<file path="config.mk">
export PLATFORM = sky130hd
export DESIGN_NAME = sst_ctrl
export DESIGN_NICKNAME = d
export VERILOG_FILES = /design/src/hw/rtl/sst_pkg.sv /design/src/hw/rtl/sst_ctrl.sv
export SDC_FILE = /design/constraint.sdc
export NUM_CORES = 1
export LEC_CHECK = 0
export BUFFER_PORTS_ARGS = -buffer_cell sky130_fd_sc_hd__buf_2
export CAP_MARGIN = 20
export CORE_UTILIZATION = 42
export DETAILED_ROUTE_END_ITERATION = 12
export GPL_TIMING_DRIVEN = 0
export PLACE_DENSITY = 0.71
export SLEW_MARGIN = 20
export SYNTH_ARGS = -nofsm -noshare
export SYNTH_HDL_FRONTEND = slang
export SYNTH_SLANG_ARGS = --single-unit
</file>
<file path="constraint.sdc">
create_clock -name clk -period 1.5 [get_ports clk]
set_clock_uncertainty 0.1 [all_clocks]
set_input_delay 0.075 -clock clk [delete_from_list [all_inputs] [get_ports clk]]
set_output_delay 0.075 -clock clk [all_outputs]
set_load 0.01 [all_outputs]
</file>
<file path="src/hw/rtl/sst_pkg.sv">
// Shared types and constants for the sparse-set handle table.
// Used by every module of the block but sst_ram; depends on nothing.
package sst_pkg;

    // Table geometry
    localparam int CAPACITY = 256;
    localparam int IDX_W    = $clog2(CAPACITY);
    localparam int CNT_W    = IDX_W + 1;
    localparam int HALF_W   = 32;
    localparam int HANDLE_W = 2 * HALF_W;
    localparam int MASK_W   = 8;
    localparam logic [HALF_W-1:0] TAG_RESET = HALF_W'(1);

    // Command codes
    typedef enum logic [1:0] {
        CMD_ADD    = 2'd0,
        CMD_FIND   = 2'd1,
        CMD_DELETE = 2'd2,
        CMD_CLEAR  = 2'd3
    } cmd_e_t;

    // Result status codes
    typedef enum logic [1:0] {
        ST_OK        = 2'd0,
        ST_NOT_FOUND = 2'd1,
        ST_FULL      = 2'd2
    } status_e_t;

    // Request payload
    typedef struct packed {
        cmd_e_t              command;
        logic [HANDLE_W-1:0] handle;
        logic [MASK_W-1:0]   level_mask;
    } req_t;

    // Result payload
    typedef struct packed {
        status_e_t           status;
        logic [HANDLE_W-1:0] new_handle;
        logic [MASK_W-1:0]   found_mask;
    } rsp_t;

    // Controller to datapath commands
    typedef struct packed {
        logic load;      // capture a new request
        logic rd_add;    // read parked index at slot live_count
        logic rd_its;    // read sparse store at the request index
        logic rd_slot;   // read dense stores at the mapped slot
        logic rd_last;   // read dense stores at the last live slot
        logic wr_add;    // write a new entry
        logic wr_move;   // move last entry into the freed slot
        logic wr_park;   // park freed index past the live count
        logic clear;     // drop all entries
        logic finish;    // register the result
    } dp_cmd_t;

    // Datapath to controller status
    typedef struct packed {
        cmd_e_t command;
        logic   full;
        logic   pre_ok;
        logic   found;
    } dp_stat_t;

endpackage

</file>
<file path="src/hw/rtl/sst_ctrl.sv">
// Command sequencer for the sparse-set handle table.
// Depends on sst_pkg; drives sst_dp through dp_cmd_t.
module sst_ctrl (
    input  logic              clk,
    input  logic              rst_n,
    input  logic              start,
    input  sst_pkg::dp_stat_t stat,
    output sst_pkg::dp_cmd_t  cmd,
    output logic              busy,
    output logic              done
);
    import sst_pkg::*;

    typedef enum logic [6:0] {
        S_IDLE  = 7'b0000001,
        S_ISSUE = 7'b0000010,
        S_ADD   = 7'b0000100,
        S_SLOT  = 7'b0001000,
        S_CHECK = 7'b0010000,
        S_MOVE  = 7'b0100000,
        S_PARK  = 7'b1000000
    } state_t;

    state_t state_reg, state_next;
    logic   done_reg;

    // Next state and command decode
    always_comb
    begin
        state_next = state_reg;
        cmd        = '0;
        case (state_reg)
            S_IDLE:
            begin
                if (start)
                begin
                    cmd.load   = 1'b1;
                    state_next = S_ISSUE;
                end
            end
            S_ISSUE:
            begin
                case (stat.command)
                    CMD_CLEAR:
                    begin
                        cmd.clear  = 1'b1;
                        cmd.finish = 1'b1;
                        state_next = S_IDLE;
                    end
                    CMD_ADD:
                    begin
                        if (stat.full)
                        begin
                            cmd.finish = 1'b1;
                            state_next = S_IDLE;
                        end
                        else
                        begin
                            cmd.rd_add = 1'b1;
                            state_next = S_ADD;
                        end
                    end
                    default:
                    begin
                        if (stat.pre_ok)
                        begin
                            cmd.rd_its = 1'b1;
                            state_next = S_SLOT;
                        end
                        else
                        begin
                            cmd.finish = 1'b1;
                            state_next = S_IDLE;
                        end
                    end
                endcase
            end
            S_ADD:
            begin
                cmd.wr_add = 1'b1;
                cmd.finish = 1'b1;
                state_next = S_IDLE;
            end
            S_SLOT:
            begin
                cmd.rd_slot = 1'b1;
                state_next  = S_CHECK;
            end
            S_CHECK:
            begin
                if (stat.found && stat.command == CMD_DELETE)
                begin
                    cmd.rd_last = 1'b1;
                    state_next  = S_MOVE;
                end
                else
                begin
                    cmd.finish = 1'b1;
                    state_next = S_IDLE;
                end
            end
            S_MOVE:
            begin
                cmd.wr_move = 1'b1;
                state_next  = S_PARK;
            end
            S_PARK:
            begin
                cmd.wr_park = 1'b1;
                cmd.finish  = 1'b1;
                state_next  = S_IDLE;
            end
            default:
            begin
                state_next = S_IDLE;
            end
        endcase
    end

    // State and strobe registers
    always_ff @(posedge clk or negedge rst_n)
    begin
        if (!rst_n)
        begin
            state_reg <= S_IDLE;
            done_reg  <= 1'b0;
        end
        else
        begin
            state_reg <= state_next;
            done_reg  <= cmd.finish;
        end
    end

    assign busy = (state_reg != S_IDLE);
    assign done = done_reg;

endmodule

</file>
==> flow_summary_export.csv <==
group,metric,value,unit
power,cellPowerDensity,1045,nW/um2
grt,grt_pass1_vias,593,
clocking,clkSinkCount,8,
timing,drv_slew,0,
flow_run,cap_viol_max_count,0,
synthesis,synth_seq_area_share,0.3433,
detailed_routing,avgViaCountPerCell,5.444,
setup_path,endpoint_kind,"output pin",
detailed_routing,num_vias,637,
power,p_leak,0.4638,nW
setup_path,critical_path.max_fanout,3,
power,ir_drop,737.3,uV
detailed_routing,drc,1,
final_layout,largest_reg_flops,7,
final_layout,fin_cells,117,
synthesis,yosysUniqueCellTypes,28,
setup_path,worst_ep_arrival_time,1.83,ns
timing,period_minus_slack,2.003,ns
die,start_util,0.4510,
power,totalPowerFinal,1.038,mW
place,dp_slack,-0.4084,ns
clocking,cts-root-buf,"clkbuf_4",
detailed_routing,ant_nets,0,
timing,setup_viol,14,
die,fp.dieArea,1551,um2
timing,tns,-2.939,ns
timing,fin_ws,-0.5025,ns
timing,whs,0.09712,ns
final_layout,stdcell_area,993.5,um2
synthesis,synth_top_area_frac,0.2985,
timing,tightest_slew,0.2691,ns
final_layout,nFillCells,97,
synthesis,synth_edf_count,0,
place,gp_congestion,0.7649,
final_layout,antenna_cells,0,
grt,grtUsageTotal,0.2494,
clocking,clk_pin_slew,0.06,ns
status,failed_checks,"design-rule violations, negative setup slack",
timing,slew_headroom,0.8206,
synthesis,async_flop_share,1.000,
clocking,clk-insertion-delay-late,0.25,ns
grt,grt_max_degree,9,
clocking,cts_tree,"built",
final_layout,drive_gt1_frac,0.6275,
synthesis,synth_area,586.8,um2
die,die_x,39.38,um
timing,fin_crit_sh,1.335,
timing,hold_viol_final,0,
clocking,numCtsBuffers,3,
die,core,1301,um2
synthesis,yosysMostFrequentCell,"dfrtp_1",
synthesis,ys.flop_type,"dfrtp_1",
final_layout,layout.nets,114,
synthesis,synth_common_cells,"dfrtp_1 (7), nor2_1 (6), nor3b_1 (4)",
die,dieHeight,39.38,um
detailed_routing,avgRoutedWirePerCell,14.23,um
grt,grt_pass1_wl,2497,um
final_layout,syn2layout_area_growth,69.30,%
detailed_routing,first_pass_iters,8,
hold_path,hold_class,"primary input to asynchronous set/reset pin",
place,place_area,700.7,um2
grt,antenna_found_initial,0,
detailed_routing,drtIter0Drc,14,
synthesis,synth_area_leaders,"dfrtp_1 (30%), nor4b_2 (7.7%), ha_1 (6.4%)",
synthesis,yosysWarnings,0,
setup_path,crit_type,"flip-flop to output pin",
final_layout,seqCellArea,207.7,um2
synthesis,syn_area_per_cell,9.780,um2
synthesis,yosysTopAreaCell,"dfrtp_1",
synthesis,synthCells,60,
final_layout,multi_input_area,420.4,um2
place,dp_cells,94,
die,io-pin-count,20,
synthesis,syn_nets,71,
detailed_routing,wirelength,1665,um
timing,grt_setup_unrepaired,"true",
clocking,clockBufferDepth,2,
setup_path,cp-start-kind,"flip-flop",
timing,max_freq,499.4,MHz
place,hpwl,960.8,um
final_layout,fin_util,0.7635,
die,rows,13,
synthesis,synth_seq_cells,8,
clocking,cts_max_level,1,
grt,grt_overflow,0,
status,status,"finished with violations",
setup_path,worstPathRequired,1.32,ns
place,io_buffers,19,
[per-layer routing]
layer,routed length (um),global-route usage,vias up
li1,-,-,298
met1,639,0.2902,303
met2,889,0.4167,34
met3,123,0.06818,2
met4,12,0.1207,0
met5,0,0,-
[cells by family after synthesis]
| group | count (synthesis) | share of synthesized area |
|---|---|---|
| AO/OA/AOI/OAI | 4 | 0.04691 |
| XOR/XNOR | 3 | 0.04478 |
| adder cells (fa/ha/maj) | 3 | 0.06397 |
| buffers and inverters | 8 | 0.08316 |
| flip-flops | 8 | 0.3433 |
| AND/OR/NAND/NOR | 34 | 0.4179 |
[critical path, stage by stage (launching register included)]
cell	delay [ns]
dfstp_2	0.38
or4_4	0.57
nor4b_4	0.29
a31oi_2	0.08
o21ai_1	0.12
buf_2	0.16
[worst paths after layout]
kind	from	end	slack, ns	cells after the start
max	state_reg[0]$_DFFE_PN1P_	cmd[0]	-0.50	5
min	rst_n	state_reg[1]$_DFFE_PN0P_	0.1	2
max reg2reg	state_reg[0]$_DFFE_PN1P_	state_reg[0]$_DFFE_PN1P_	-0.13	5
min reg2reg	state_reg[3]$_DFFE_PN0P_	state_reg[5]$_DFFE_PN0P_	0.50	2
max in group asynchronous	rst_n	state_reg[0]$_DFFE_PN1P_	0.95	2
min in group clk	stat[2]	state_reg[0]$_DFFE_PN1P_	0.19	4
[cell type report]
cell class | instances | share of cell area
flip-flops and latches | 8 | 0.2091
plain buffers | 1 | 0.007557
multi-input cells | 44 | 0.4232
repair buffers | 42 | 0.3035
clock buffers | 4 | 0.02645
well taps | 15 | 0.01889
inverters | 3 | 0.01134
[power breakdown]
group | total (mW) | switching, mW | internal [mW]
Combinational | 0.583 | 0.293 | 0.290
Clock | 0.176 | 0.0738 | 0.102
Sequential | 0.279 | 0.0234 | 0.256
Total | 1.04 | 0.390 | 0.647
[cells in the final DEF (no fill, tap or decap), types with 3 or more instances in the layout]
master         Yosys  routed
buf_6              2       5
buf_2              0      18
clkbuf_4           0       3
nand2_1            3       3
dlygate4sd3_1      0       5
dfrtp_2            0       5
nor2_1             6       3
nor4b_4            1       3
and4_1             3       3
ha_1               3       3
nor3_2             0       3
buf_4              1      15
[repair_timing]
| item | 4_1_cts | 5_1_grt |
|---|---|---|
| resized for setup | 18 | 10 |
| pin swaps | 6 | 7 |
| endpoints found under the hold margin | 12 | 0 |
| hold buffers | 5 | 0 |
| setup endpoints to repair | 15 | 15 |
| gates cloned | 0 | 0 |
| setup buffers | 10 | 8 |
No activity file was read; power rests on OpenSTA's default activity.
